## src/sstf_pkg.sv

```systemverilog
// ----------------------------------------------------------------------------
// sstf_pkg
// Shared types and constants of the shortest-seek-first disk request scheduler.
// ----------------------------------------------------------------------------
package sstf_pkg;

  localparam int QUEUE_DEPTH_DEF = 8;
  localparam int REQUESTERS_DEF  = 8;
  localparam int TRACK_WIDTH_DEF = 10;

  localparam int ID_W     = 3;
  localparam int CFG_W    = 4;
  localparam int STATUS_W = 3;
  localparam int QCOUNT_W = 4;
  localparam int APB_DW   = 32;
  localparam int APB_AW   = 3;

  localparam logic [CFG_W-1:0] QUEUE_LIMIT_RST    = 4'd3;
  localparam logic [CFG_W-1:0] NUM_REQUESTERS_RST = 4'd5;

  typedef enum logic {
    OP_SUBMIT = 1'b0,
    OP_RETIRE = 1'b1
  } op_t;

  typedef enum logic [STATUS_W-1:0] {
    ST_OK              = 3'd0,
    ST_FULL            = 3'd1,
    ST_PENDING         = 3'd2,
    ST_RETIRE_PENDING  = 3'd3,
    ST_RETIRED         = 3'd4
  } status_t;

  typedef enum logic {
    REG_QUEUE_LIMIT    = 1'b0,
    REG_NUM_REQUESTERS = 1'b1
  } reg_idx_t;

endpackage

```

## src/sstf_if.sv

```systemverilog
// ----------------------------------------------------------------------------
// sstf_req_if / sstf_rsp_if
// Valid/ready channels for request words and result words.
// ----------------------------------------------------------------------------
interface sstf_req_if import sstf_pkg::*; #(
  parameter int TRACK_WIDTH = TRACK_WIDTH_DEF
);
  logic                   valid;
  logic                   ready;
  op_t                    operation;
  logic [ID_W-1:0]        requester_id;
  logic [TRACK_WIDTH-1:0] track;

  modport source (output valid, operation, requester_id, track, input ready);
  modport sink   (input valid, operation, requester_id, track, output ready);
endinterface

interface sstf_rsp_if import sstf_pkg::*; #(
  parameter int TRACK_WIDTH = TRACK_WIDTH_DEF
);
  logic                   valid;
  logic                   ready;
  status_t                status;
  logic                   served_valid;
  logic [ID_W-1:0]        served_requester;
  logic [TRACK_WIDTH-1:0] served_track;
  logic [QCOUNT_W-1:0]    queue_count;
  logic                   all_done;

  modport source (output valid, status, served_valid, served_requester, served_track,
                  queue_count, all_done, input ready);
  modport sink   (input valid, status, served_valid, served_requester, served_track,
                  queue_count, all_done, output ready);
endinterface

```

## src/sstf_disk_request_scheduler.sv

```systemverilog
// Flow: an accepted request word goes through S_CHECK, then S_SCAN and S_SHIFT when a word
// is served, and then S_RESP, which loads the result register once the result side is free.
// Only one word is in flight; the next request word is taken the cycle after the result
// register loads, so a stalled result side holds back the next request word.
// Reset (synchronous): queue, marks, counts and head cleared, registers back to 3 and 5.
// ----------------------------------------------------------------------------
// sstf_disk_request_scheduler
// Shortest-seek-first disk request scheduler with an arrival-ordered queue kept in
// an entry memory, per-requester pending and retired marks, and an APB register port.
// ----------------------------------------------------------------------------
module sstf_disk_request_scheduler import sstf_pkg::*; #(
  parameter int QUEUE_DEPTH = QUEUE_DEPTH_DEF,
  parameter int REQUESTERS  = REQUESTERS_DEF,
  parameter int TRACK_WIDTH = TRACK_WIDTH_DEF
) (
  input  logic              clk,
  input  logic              rst,
  input  logic              psel,
  input  logic              penable,
  input  logic              pwrite,
  input  logic [APB_AW-1:0] paddr,
  input  logic [APB_DW-1:0] pwdata,
  output logic [APB_DW-1:0] prdata,
  output logic              pready,
  sstf_req_if.sink          req,
  sstf_rsp_if.source        rsp
);

  localparam int AW  = (QUEUE_DEPTH > 1) ? $clog2(QUEUE_DEPTH) : 1;
  localparam int CW  = $clog2(QUEUE_DEPTH + 1);
  localparam int RW  = $clog2(REQUESTERS + 1);
  localparam int RIW = (REQUESTERS > 1) ? $clog2(REQUESTERS) : 1;
  localparam int EW  = ID_W + TRACK_WIDTH;

  typedef enum logic [4:0] {
    S_IDLE  = 5'b00001,
    S_CHECK = 5'b00010,
    S_SCAN  = 5'b00100,
    S_SHIFT = 5'b01000,
    S_RESP  = 5'b10000
  } state_t;

  state_t                 state;
  logic [CFG_W-1:0]       queue_limit;
  logic [CFG_W-1:0]       num_requesters;
  logic [CW-1:0]          count;
  logic [REQUESTERS-1:0]  pending;
  logic [REQUESTERS-1:0]  retired;
  logic [RW-1:0]          retired_count;
  logic [TRACK_WIDTH-1:0] head_track;
  status_t                status_r;
  logic                   serve;
  logic [CW-1:0]          idx;
  logic [CW-1:0]          rd_idx;
  logic                   rd_vld;
  logic [CW-1:0]          best_idx;
  logic [TRACK_WIDTH-1:0] best_dist;
  logic [TRACK_WIDTH-1:0] best_track;
  logic [ID_W-1:0]        best_req;

  logic                   rsp_valid;
  status_t                rsp_status;
  logic                   rsp_served_valid;
  logic [ID_W-1:0]        rsp_served_requester;
  logic [TRACK_WIDTH-1:0] rsp_served_track;
  logic [QCOUNT_W-1:0]    rsp_queue_count;
  logic                   rsp_all_done;

  logic                   cfg_we;
  reg_idx_t               cfg_idx;
  logic [CW-1:0]          cap;
  logic [RW-1:0]          taking;
  logic [RW-1:0]          active;
  int                     thr;
  logic                   serve_hit;
  logic                   req_fire;
  logic [RIW-1:0]         id_idx;
  logic                   id_out;
  status_t                st;
  logic                   ram_we;
  logic [AW-1:0]          ram_waddr;
  logic [EW-1:0]          ram_wdata;
  logic [AW-1:0]          ram_raddr;
  logic [EW-1:0]          ram_rdata;
  logic [TRACK_WIDTH-1:0] rd_track;
  logic [ID_W-1:0]        rd_req;
  logic [TRACK_WIDTH-1:0] seek_dist;
  logic                   take;
  logic                   rsp_load;
  logic [CW-1:0]          count_after;

  // Configuration port.
  assign pready  = 1'b1;
  assign cfg_idx = reg_idx_t'(paddr[APB_AW-1]);
  assign cfg_we  = psel && penable && pwrite;

  always_comb begin
    case (cfg_idx)
      REG_QUEUE_LIMIT:    prdata = APB_DW'(queue_limit);
      REG_NUM_REQUESTERS: prdata = APB_DW'(num_requesters);
      default:            prdata = '0;
    endcase
  end

  always_ff @(posedge clk) begin
    if (rst) begin
      queue_limit    <= QUEUE_LIMIT_RST;
      num_requesters <= NUM_REQUESTERS_RST;
    end else if (cfg_we) begin
      case (cfg_idx)
        REG_QUEUE_LIMIT:    queue_limit <= pwdata[CFG_W-1:0];
        REG_NUM_REQUESTERS: num_requesters <= pwdata[CFG_W-1:0];
        default: ;
      endcase
    end
  end

  // Clamped capacity, requesters taking part and the service threshold.
  always_comb begin
    if (queue_limit == '0) begin
      cap = CW'(1);
    end else if (int'(queue_limit) > QUEUE_DEPTH) begin
      cap = CW'(QUEUE_DEPTH);
    end else begin
      cap = CW'(queue_limit);
    end
    if (int'(num_requesters) > REQUESTERS) begin
      taking = RW'(REQUESTERS);
    end else begin
      taking = RW'(num_requesters);
    end
    active    = (retired_count >= taking) ? '0 : taking - retired_count;
    thr       = (int'(active) < int'(cap)) ? int'(active) : int'(cap);
    serve_hit = (count != '0) && (int'(count) >= thr);
  end

  // Admission checks.
  assign req.ready = (state == S_IDLE);
  assign req_fire  = req.valid && req.ready;
  assign id_idx    = RIW'(req.requester_id);
  assign id_out    = int'(req.requester_id) >= int'(taking);

  always_comb begin
    if (id_out || retired[id_idx]) begin
      st = ST_RETIRED;
    end else if (req.operation == OP_SUBMIT) begin
      if (pending[id_idx]) begin
        st = ST_PENDING;
      end else if (count >= cap) begin
        st = ST_FULL;
      end else begin
        st = ST_OK;
      end
    end else begin
      st = pending[id_idx] ? ST_RETIRE_PENDING : ST_OK;
    end
  end

  // Entry memory: appends on submit, compaction writes while shifting.
  assign rd_track  = ram_rdata[TRACK_WIDTH-1:0];
  assign rd_req    = ram_rdata[TRACK_WIDTH +: ID_W];
  assign seek_dist = (rd_track >= head_track) ? rd_track - head_track
                                              : head_track - rd_track;
  assign take      = rd_vld && ((rd_idx == '0) || (seek_dist < best_dist));
  assign ram_raddr = AW'(idx);

  always_comb begin
    if (state == S_SHIFT) begin
      ram_we    = rd_vld;
      ram_waddr = AW'(rd_idx - CW'(1));
      ram_wdata = ram_rdata;
    end else begin
      ram_we    = req_fire && (st == ST_OK) && (req.operation == OP_SUBMIT);
      ram_waddr = AW'(count);
      ram_wdata = {req.requester_id, req.track};
    end
  end

  sstf_ram #(
    .WIDTH (EW),
    .DEPTH (QUEUE_DEPTH)
  ) u_entries (
    .clk   (clk),
    .we    (ram_we),
    .waddr (ram_waddr),
    .wdata (ram_wdata),
    .raddr (ram_raddr),
    .rdata (ram_rdata)
  );

  assign rsp_load    = (state == S_RESP) && (!rsp_valid || rsp.ready);
  assign count_after = serve ? count - CW'(1) : count;

  always_ff @(posedge clk) begin
    if (rst) begin
      state         <= S_IDLE;
      count         <= '0;
      pending       <= '0;
      retired       <= '0;
      retired_count <= '0;
      head_track    <= '0;
      rd_vld        <= 1'b0;
      idx           <= '0;
    end else begin
      case (state)
        S_IDLE: begin
          if (req_fire) begin
            status_r <= st;
            if (st == ST_OK) begin
              if (req.operation == OP_SUBMIT) begin
                count           <= count + CW'(1);
                pending[id_idx] <= 1'b1;
              end else begin
                retired[id_idx] <= 1'b1;
                retired_count   <= retired_count + RW'(1);
              end
            end
            state <= S_CHECK;
          end
        end
        S_CHECK: begin
          serve  <= serve_hit;
          idx    <= '0;
          rd_vld <= 1'b0;
          state  <= serve_hit ? S_SCAN : S_RESP;
        end
        S_SCAN: begin
          if (idx < count) begin
            rd_vld <= 1'b1;
            rd_idx <= idx;
            idx    <= idx + CW'(1);
          end else begin
            rd_vld <= 1'b0;
          end
          if (take) begin
            best_idx   <= rd_idx;
            best_dist  <= seek_dist;
            best_track <= rd_track;
            best_req   <= rd_req;
          end
          if (rd_vld && (rd_idx == count - CW'(1))) begin
            idx   <= (take ? rd_idx : best_idx) + CW'(1);
            state <= S_SHIFT;
          end
        end
        S_SHIFT: begin
          if (idx < count) begin
            rd_vld <= 1'b1;
            rd_idx <= idx;
            idx    <= idx + CW'(1);
          end else begin
            rd_vld <= 1'b0;
            if (!rd_vld) begin
              state <= S_RESP;
            end
          end
        end
        S_RESP: begin
          if (rsp_load) begin
            if (serve) begin
              count                  <= count_after;
              head_track             <= best_track;
              pending[RIW'(best_req)] <= 1'b0;
            end
            state <= S_IDLE;
          end
        end
        default: state <= S_IDLE;
      endcase
    end
  end

  // Result register.
  always_ff @(posedge clk) begin
    if (rst) begin
      rsp_valid <= 1'b0;
    end else if (rsp_load) begin
      rsp_valid <= 1'b1;
    end else if (rsp.ready) begin
      rsp_valid <= 1'b0;
    end
  end

  always_ff @(posedge clk) begin
    if (rsp_load) begin
      rsp_status           <= status_r;
      rsp_served_valid     <= serve;
      rsp_served_requester <= serve ? best_req : '0;
      rsp_served_track     <= serve ? best_track : '0;
      rsp_queue_count      <= QCOUNT_W'(count_after);
      rsp_all_done         <= (active == '0) && (count_after == '0);
    end
  end

  assign rsp.valid            = rsp_valid;
  assign rsp.status           = rsp_status;
  assign rsp.served_valid     = rsp_served_valid;
  assign rsp.served_requester = rsp_served_requester;
  assign rsp.served_track     = rsp_served_track;
  assign rsp.queue_count      = rsp_queue_count;
  assign rsp.all_done         = rsp_all_done;

`ifndef NO_ASSERTIONS
  a_pending_matches_queue: assert property (@(posedge clk) disable iff (rst)
    $countones(pending) == int'(count))
    else $error("pending marks disagree with queue fill");

  a_retired_matches_count: assert property (@(posedge clk) disable iff (rst)
    $countones(retired) == int'(retired_count))
    else $error("retired marks disagree with retired count");

  a_queue_bounded: assert property (@(posedge clk) disable iff (rst)
    int'(count) <= QUEUE_DEPTH)
    else $error("queue fill beyond memory depth");

  a_write_window: assert property (@(posedge clk) disable iff (rst)
    ram_we |-> (state == S_IDLE || state == S_SHIFT))
    else $error("entry memory written during scan");

  a_head_follows_serve: assert property (@(posedge clk) disable iff (rst)
    (rsp_load && serve) |=> (head_track == rsp_served_track))
    else $error("head track not moved to served track");
`endif

endmodule

```

## src/sstf_ram.sv

```systemverilog
// ----------------------------------------------------------------------------
// sstf_ram
// Generic simple dual-port RAM with one write port and a registered read port.
// ----------------------------------------------------------------------------
module sstf_ram #(
  parameter int WIDTH = 8,
  parameter int DEPTH = 8,
  localparam int AW   = (DEPTH > 1) ? $clog2(DEPTH) : 1
) (
  input  logic             clk,
  input  logic             we,
  input  logic [AW-1:0]    waddr,
  input  logic [WIDTH-1:0] wdata,
  input  logic [AW-1:0]    raddr,
  output logic [WIDTH-1:0] rdata
);

  logic [WIDTH-1:0] mem [DEPTH];

  always_ff @(posedge clk) begin
    if (we) begin
      mem[waddr] <= wdata;
    end
    rdata <= mem[raddr];
  end

endmodule

```

## src/flat_wrapper.sv

```systemverilog
// flat-port wrapper written by rule: the top's interface ports become plain ports
module sstf_disk_request_scheduler_flat import sstf_pkg::*;
#(
  parameter int QUEUE_DEPTH = QUEUE_DEPTH_DEF,
  parameter int REQUESTERS  = REQUESTERS_DEF,
  parameter int TRACK_WIDTH = TRACK_WIDTH_DEF
)
  (clk, rst, psel, penable, pwrite, paddr, pwdata, prdata, pready, req_valid, req_operation, req_requester_id, req_track, req_ready, rsp_valid, rsp_status, rsp_served_valid, rsp_served_requester, rsp_served_track, rsp_queue_count, rsp_all_done, rsp_ready);
  sstf_req_if #(.TRACK_WIDTH(TRACK_WIDTH)) req_i ();
  sstf_rsp_if #(.TRACK_WIDTH(TRACK_WIDTH)) rsp_i ();
  input  logic clk;
  input  logic rst;
  input  logic psel;
  input  logic penable;
  input  logic pwrite;
  input  logic [APB_AW-1:0] paddr;
  input  logic [APB_DW-1:0] pwdata;
  output logic [APB_DW-1:0] prdata;
  output logic pready;
  input wire logic [$bits(req_i.valid)-1:0] req_valid;
  input wire logic [$bits(req_i.operation)-1:0] req_operation;
  input wire logic [$bits(req_i.requester_id)-1:0] req_requester_id;
  input wire logic [$bits(req_i.track)-1:0] req_track;
  output wire logic [$bits(req_i.ready)-1:0] req_ready;
  output wire logic [$bits(rsp_i.valid)-1:0] rsp_valid;
  output wire logic [$bits(rsp_i.status)-1:0] rsp_status;
  output wire logic [$bits(rsp_i.served_valid)-1:0] rsp_served_valid;
  output wire logic [$bits(rsp_i.served_requester)-1:0] rsp_served_requester;
  output wire logic [$bits(rsp_i.served_track)-1:0] rsp_served_track;
  output wire logic [$bits(rsp_i.queue_count)-1:0] rsp_queue_count;
  output wire logic [$bits(rsp_i.all_done)-1:0] rsp_all_done;
  input wire logic [$bits(rsp_i.ready)-1:0] rsp_ready;
  assign req_i.valid = req_valid;
  assign req_i.operation = req_operation;
  assign req_i.requester_id = req_requester_id;
  assign req_i.track = req_track;
  assign req_ready = req_i.ready;
  assign rsp_valid = rsp_i.valid;
  assign rsp_status = rsp_i.status;
  assign rsp_served_valid = rsp_i.served_valid;
  assign rsp_served_requester = rsp_i.served_requester;
  assign rsp_served_track = rsp_i.served_track;
  assign rsp_queue_count = rsp_i.queue_count;
  assign rsp_all_done = rsp_i.all_done;
  assign rsp_i.ready = rsp_ready;
  sstf_disk_request_scheduler #(.QUEUE_DEPTH(QUEUE_DEPTH), .REQUESTERS(REQUESTERS), .TRACK_WIDTH(TRACK_WIDTH)) u_core (.clk(clk), .rst(rst), .psel(psel), .penable(penable), .pwrite(pwrite), .paddr(paddr), .pwdata(pwdata), .prdata(prdata), .pready(pready), .req(req_i), .rsp(rsp_i));
endmodule
```

## config.mk

```make
export PLATFORM = sky130hd
export DESIGN_NAME = sstf_disk_request_scheduler_flat
export DESIGN_NICKNAME = d
export VERILOG_FILES = /design/src/sstf_pkg.sv /design/src/sstf_if.sv /design/src/sstf_disk_request_scheduler.sv /design/src/sstf_ram.sv /design/src/flat_wrapper.sv
export SDC_FILE = /design/constraint.sdc
export NUM_CORES = 1
export LEC_CHECK = 0
export ABC_AREA = 0
export BUFFER_PORTS_ARGS = -buffer_cell sky130_fd_sc_hd__buf_2
export CORE_ASPECT_RATIO = 1.75
export CORE_UTILIZATION = 40
export CTS_CLUSTER_SIZE = 8
export DETAILED_ROUTE_END_ITERATION = 10
export PLACE_DENSITY = 0.57
export SETUP_SLACK_MARGIN = 0.4
export SYNTH_ARGS = -nofsm -noshare
export SYNTH_HDL_FRONTEND = slang
export SYNTH_SLANG_ARGS = --single-unit
```

## constraint.sdc

```tcl
create_clock -name clk -period 4.1 [get_ports clk]
set_input_delay 0.82 -clock clk [delete_from_list [all_inputs] [get_ports clk]]
set_output_delay 0.82 -clock clk [all_outputs]
set_load 0.03 [all_outputs]
```

Word level (Yosys, flattened, before mapping)
Memory sizes are Yosys's and may differ from the RTL's. A register that Yosys moved wholly into a read port is not among the register bits.
Index checks and enable logic that the tools add are counted.
{ "word_totals": {"regBits": 110, "ram_bits": 104, "in_bits": 56, "out_inout_bits": 57, "word_cells": 160, "n_memories": 1} }
{ "memory_table": {"columns": ["name", "words", "width", "read_ports", "rd_clocked_by_memory_dff", "wr", "line", "rtl"], "rows": [
  ["u_core.u_entries.mem", 8, 13, 1, 1, 1, "sstf_ram.sv:18", "logic [WIDTH-1:0] mem [DEPTH];"]
]} }
{ "op_classes": {"add_sub_neg": 9, "order_cmp": 14, "n_eq_ne": 14, "mux": 53, "bitwise": 7, "n_reduce_logical": 38} }
{ "op_table": {"columns": ["cell", "count"], "rows": [
  ["$pmux W32 S2", 1],
  ["$mux W4", 14],
  ["$mux W8", 5],
  ["$ge A5 B32 Y1", 1],
  ["$mux W5", 6],
  ["$pmux W5 S5", 1],
  ["$sub A10 B10 Y10", 2],
  ["$add A4 B1 Y4 const B", 4],
  ["$logic_not A4 Y1", 4],
  ["$or A8 B8 Y8", 2],
  ["$pmux W8 S2", 1],
  ["$mux W13", 1],
  ["$logic_and A1 B1 Y1", 12],
  ["$mux W3", 4],
  ["$pmux W4 S3", 1],
  ["$reduce_and A3 Y1", 4],
  ["$mux W1", 11],
  ["$ge A10 B10 Y1", 1],
  ["$lt A10 B10 Y1", 1],
  ["$mux W10", 1],
  ["$ne A2 B2 Y1 const B", 5],
  ["$and A8 B8 Y8", 1],
  ["$ge A4 B4 Y1", 2],
  ["$gt A4 B4 Y1 const B", 2],
  ["other kinds (32)", 48]
]} }

Depth between registers and ports, before layout
{ "logic_depth": {"word_depth": 14, "depth_mapped": 20, "ltp_nobuf": 20} }

Hierarchy
From an unflattened synthesis, not the netlist that was laid out.
{ "unflattened": {"cells_unflattened": 911, "area_unflattened_um2": 11178.2} }
{ "modules_own_cells": {"columns": ["mod", "instances", "cells_per_inst", "area_per_inst_um2", "seq_area_each_um2"], "rows": [
  ["sstf_disk_request_scheduler", 1, 735, 6862.8, 2772.7],
  ["sstf_ram", 1, 176, 4315.4, 3383.2]
]} }

Least setup slack after synthesis
Ideal clock, no wire load.
{ "synth_timing": {"path_type": "register to register", "startpoint": "reg u_core.u_entries.rdata[0] (read register of u_core.u_entries.mem)", "endpoint": "reg u_core.best_dist[0], enable pin", "setup_time_ns": 0.382, "arrival_time_ns": 3.962, "required_time_ns": 3.718, "path_slack_ns": -0.244, "stages_incl_launch_ff": 18, "n_path_buf": 1, "period_less_slack_ns": 4.344, "path_cell_list": "dfxtp_1 -> inv_1 -> ha_1 -> inv_1 -> fa_1 -> a21o_1 -> a221oi_1 -> o221ai_1 -> buf_2 -> mux2i_1 -> a31oi_1 -> xnor2_1 -> ha_1 -> o21ai_0 -> nor2_1 -> a311oi_1 -> o21a_1 -> and2_1"} }
{ "synth_between": {"elab_chain_cells": 6, "elab_cells_between_ends": 8, "cone_classes": "2 x add/sub; 2 x order compare; 1 x mux; 3 x reduce/logical"} }
{ "synth_rtl": {"columns": ["element", "line", "rtl"], "rows": [
  ["start, declared", "sstf_ram.sv:15", "output logic [WIDTH-1:0] rdata"],
  ["$sub A10 B10 Y10 (tied with other cells)", "sstf_disk_request_scheduler.sv:163", ": head_track - rd_track;"],
  ["$mux W10 *", "sstf_disk_request_scheduler.sv:162", "assign seek_dist = (rd_track >= head_track) ? rd_track - head_track"],
  ["net u_core.seek_dist[8]", "sstf_disk_request_scheduler.sv:87", "logic [TRACK_WIDTH-1:0] seek_dist;"],
  ["$lt A10 B10 Y1 *", "sstf_disk_request_scheduler.sv:164", "assign take = rd_vld && ((rd_idx == '0) || (seek_dist < best_dist));"],
  ["$logic_or A1 B1 Y1 *", "sstf_disk_request_scheduler.sv:164", null],
  ["$logic_and A1 B1 Y1 *", "sstf_disk_request_scheduler.sv:164", null],
  ["$reduce_and A3 Y1 (no line) *", null, null],
  ["end signal, assigned", "sstf_disk_request_scheduler.sv:237", "best_dist <= seek_dist;"],
  ["end, declared", "sstf_disk_request_scheduler.sv:57", "logic [TRACK_WIDTH-1:0] best_dist;"]
]} }
Mark *: on every way through the listed nets, which the timed path passes. The rest lies on a longest branch.
A chain may end at the register's enable or synchronous reset.

Final worst setup path
{ "layout_timing": {"startpoint": "reg u_core.u_entries.rdata[0] (read register of u_core.u_entries.mem)", "endpoint": "reg u_core.idx[1]"} }
{ "layout_between": {"elab_chain_cells": 9, "elab_cells_between_ends": 11, "cone_classes": "3 x add/sub; 2 x order compare; 4 x mux; 2 x reduce/logical"} }
{ "layout_rtl": {"columns": ["element", "line", "rtl"], "rows": [
  ["$sub A10 B10 Y10 (tied with other cells)", "sstf_disk_request_scheduler.sv:163", null],
  ["$mux W10 *", "sstf_disk_request_scheduler.sv:162", null],
  ["net u_core.seek_dist[3]", "sstf_disk_request_scheduler.sv:87", null],
  ["$lt A10 B10 Y1 *", "sstf_disk_request_scheduler.sv:164", null],
  ["$logic_or A1 B1 Y1 *", "sstf_disk_request_scheduler.sv:164", null],
  ["$logic_and A1 B1 Y1 *", "sstf_disk_request_scheduler.sv:164", null],
  ["$mux W4 *", null, null],
  ["$add A4 B1 Y4 *", "sstf_disk_request_scheduler.sv:242", "idx <= (take ? rd_idx : best_idx) + CW'(1);"],
  ["$mux W4 *", "sstf_disk_request_scheduler.sv:241", "if (rd_vld && (rd_idx == count - CW'(1))) begin"],
  ["$pmux W4 S3 *", "sstf_disk_request_scheduler.sv:205", "case (state)"],
  ["end signal, assigned", "sstf_disk_request_scheduler.sv:231", "idx <= idx + CW'(1);"],
  ["end signal, assigned", "sstf_disk_request_scheduler.sv:242", null],
  ["end signal, assigned", "sstf_disk_request_scheduler.sv:250", "idx <= idx + CW'(1);"],
  ["end, declared", "sstf_disk_request_scheduler.sv:53", "logic [CW-1:0] idx;"]
]} }
Marked as above.

==> results summary <==
The run finished, with violations left. The final reports fail on setup timing. The clock latency on the worst-skew pair came out at 0.51 ns. The worst-path cell with the longest stage delay is sky130_fd_sc_hd__fa_2. The tightest slew margin relative to the limit came out at 41.3%.

The remaining antenna violation count after routing is 0. The worst setup path is of the register to register kind. The floorplan step set the die height to 224 µm. In the synthesized netlist the dominant register cell turns out to be sky130_fd_sc_hd__edfxtp_1. The floorplan row count came out at 80.

After synthesis, the netlist uses 78 different library cells. The core occupancy in the finished layout came out at 50.5%. The total number of clock tree sinks came out at 227.

The final period utilization is 107%. The placed instance area is 12500 µm². The most critical setup path has its startpoint at u_core.u_entries.rdata[0]$_DFF_P_. In the post-route analysis, the smallest setup slack over all paths is -0.273 ns.

The total count of max-transition violations in the final report was 0. The slew at the pin closest to its max-slew limit came out at about 0.87 ns. The post-synthesis instance total came out at 921. The clock transition at the registers of the reported paths is approximately 0.050 ns. In this run the deepest clock path goes through 3 buffers. Setup violations remaining at the end of the flow were counted as 29. The die width is 129 µm. The first global-routing pass estimated 41700 µm of wire. The area growth from synthesis to layout came out at 22.8%.

The area of the die came out at 28900 µm². The sequential share of the synthesized area came out at approximately 55%. The detail-routed via count per cell came out at 5.16. Setup repair after global routing could not meet its margin everywhere.

The peak supply drop came out at approximately 240 µV. The number of buffers added to fix hold violations after cts is 0. Along the worst path, the maximum fanout reaches 8. STA classifies the critical path startpoint as a register.

Data on the critical path is required at its endpoint by 4.52 ns. The path type of the worst min-delay path is register to register. Timing would allow up to between 200 and 250 MHz. TritonCTS created 34 clock buffers. Counting flops with an async set or reset pin after synthesis yields a share of 0%.

The cell area after layout came out at between 10000 and 15000 µm². The count of fill cells added during filler insertion is 2430. The largest net degree at the start of global routing came out at 36. The number of inserted diodes is 0. The pre-CTS worst setup slack is -0.459 ns. The routed wire length came out at 26600 µm. For this block, the initial DRC count from the detailed router was 281. The total via count in the routed design came out at between 7000 and 8000. Subtracting the final worst setup slack from the clock period gives 4.37 ns. The worst-case clock skew is 0.0224 ns. Summed over all nets, the half-perimeter wirelength after detailed placement is around 18000 µm. The source of the worst register-to-register timing path is u_core.u_entries.rdata[0]$_DFF_P_. The static leakage came out at 5.24 nW. The detail-routed net length per standard cell is 18.3 µm. The data arrival time of the critical path is 4.80 ns. Counting flops and latches in the post-synthesis netlist gives about 230. The most common cell after layout, fill and taps aside is sky130_fd_sc_hd__edfxtp_1. In this run the most critical hold path is launched from u_core.status_r[2]$_DFFE_PP_. Walking the worst path, the cells encountered are inv_2 -> ha_4 -> inv_2 -> fa_2 -> a21o_4 -> a221oi_4 -> o221ai_4 -> mux2i_2 -> buf_4 -> xor2_2 -> ha_1 -> a211oi_1 -> o21bai_1 -> a21oi_2 -> o21a_4 -> mux2_4 -> ha_4 -> nand3_2 -> a211oi_2.

The area of the mapped netlist came out at 11300 µm². The aggregate global routing overflow is 0. The TritonCTS clock tree is yes.

The initial utilization of the core area, before any placement, comes to approximately two fifths. The setup TNS came out at -5.37 ns. The congestion estimate from routability-driven global placement came to 0.846. The first-pass iteration count of the detailed router came out at 7. The hold violation count in the final report is 0.

Global routing used 19.1% of the available tracks across all layers. In the layout the commonest cells are 161 x sky130_fd_sc_hd__edfxtp_1, 79 x sky130_fd_sc_hd__buf_4, 65 x sky130_fd_sc_hd__nand2_1. The number of synthesized flops with an enable pin came out at 161. The number of synthesis warnings is 0. The average cell area after synthesis came out at 12.2 µm².

113 I/O pins were placed. The number of nets in the finished design is 1183. The number of global-route vias before repair came out at 7773. The number of levels the H-tree was split into came out at 2. Broken down by cell family, the worst path's largest delay share belongs to compound AO/OA/AOI/OAI gates.

The count of input and output buffers is 53. The number of max-capacitance violations reported came out at 0. The hold-critical path depth is 0.

The share of layout cells above drive strength 1 came out at 27.6%. The tree is rooted in a sky130_fd_sc_hd__clkbuf_16. The number of cells on the critical path came out at 19. On the worst path, the slowest cell contributes a delay of 0.35 ns. The element type at the critical path end is a register. The remaining design rule violation count came out at 0.

For this design the ratio of total power to cell area is roughly 390 nW/µm². Counting both buffers and inverters, the worst setup path holds a total of 3. The number of cells traversed by the worst register-to-register path came out at 19. The placeable core region came out at about 27000 µm². The number of antenna violations at the first check in global routing is 0.
## synthesized netlist by cell type, drive strengths merged (3+ instances only)
master	instances	area, µm²
nand4	5	31.3
and2	15	93.8
nor2b	6	37.5
nand2b	13	81.3
nand3b	4	30.0
mux4	26	586
o211ai	5	37.5
or4	4	30.0
or3b	3	26.3
or2	3	18.8
a21o	18	135
ha	58	726
inv	60	225
dfxtp	66	1320
a211o	5	43.8
edfxtp	161	4830
and3	9	56.3
nand3	15	95.1
xor2	11	96.3
fa	3	60.1
o221ai	5	43.8
mux2i	23	230
mux2	23	259
o31ai	3	36.3
clkbuf	23	86.3
a21oi	51	267
o21ai	32	160
o21bai	4	30.0
nor3	15	86.3
buf	45	310
xnor2	13	114
and4	4	35.0
a31oi	16	100
nand2	66	248
nor2	59	224
a211oi	11	92.6
a221oi	3	26.3
## cell type report
cell class	count	area, µm²	share of cell area, %
Clock inverter	4	41.3	0.298
Inverter	61	229	1.65
Multi-Input combinational cell	592	4810	34.8
Clock buffer	57	937	6.77
Sequential cell	227	6160	44.5
Tap cell	369	462	3.34
Timing Repair Buffer	150	1190	8.63
## routing by layer
| metal | track usage (%) | part of all wire [%] |
|---|---|---|
| met5 | 0 | 0 |
| met4 | 9.37 | 3.8 |
| met3 | 2.63 | 3.2 |
| met2 | 35.9 | 54 |
| met1 | 20.5 | 39 |
## sequential cells by signal, indices dropped and copies added, names as in the netlist, 4 cells and up
signal and flops:
u_core.u_entries.rdata 13, u_core.state 5, u_core.u_entries.mem 104, u_core.pending 8, u_core.idx 4, u_core.rsp.queue_count 4, u_core.queue_limit 4, u_core.retired 8
u_core.best_idx 4, u_core.rsp.served_track 10, u_core.retired_count 4, u_core.rd_idx 4, u_core.best_dist 10, u_core.best_track 10, u_core.num_requesters 4, u_core.head_track 10
u_core.count 4
## where the power goes
group          total (mW)  internal, mW  switching [mW]
registers            2.49          2.47          0.0135
logic               0.367         0.144           0.224
clock network        2.56          1.56            1.00
total                5.41          4.17            1.24
## through the flow
stage | hold slack [ns] | cells | power (mW)
after global routing | 0.421 | 1460 | 5.59
after global placement | 0.404 | 1380 | 2.87
after detailed placement | 0.405 | 1380 | 2.87
final | 0.417 | 1460 | 5.41
after floorplan | 0.400 | 948 | 2.78
after CTS | 0.418 | 1451 | 5.46
## path summary, 6_finish.rpt
check / end / slack [ns]
max: u_core.idx[1]$_SDFFE_PP0P_ / -0.27
min: u_core.rsp.status[2]$_DFFE_PP_ / 0.42
max reg2reg: u_core.idx[1]$_SDFFE_PP0P_ / -0.27
min reg2reg: u_core.rsp.status[2]$_DFFE_PP_ / 0.42
## cells by family after synthesis
| kind of cell | Yosys count | share of synthesized area [%] |
|---|---|---|
| and+or+nand+nor | 231 | 10.7 |
| DFF | 227 | 54.6 |
| AOI/OAI and AO/OA | 175 | 10.7 |
| buffers and inverters | 129 | 5.55 |
| muxes | 72 | 9.54 |
| adders and majority gates | 61 | 6.97 |
| xor gates and xnor gates | 24 | 1.87 |
| other | 2 | 0.0667 |
## what timing repair did
| action | 4_1_cts | 5_1_grt |
|---|---|---|
| cloned | 2 | 1 |
| endpoints found under the setup margin | 34 | 34 |
| pin swaps | 17 | 22 |
| gates resized for setup | 19 | 20 |
| setup buffers | 8 | 8 |
No activity file was read; power rests on OpenSTA's default activity.
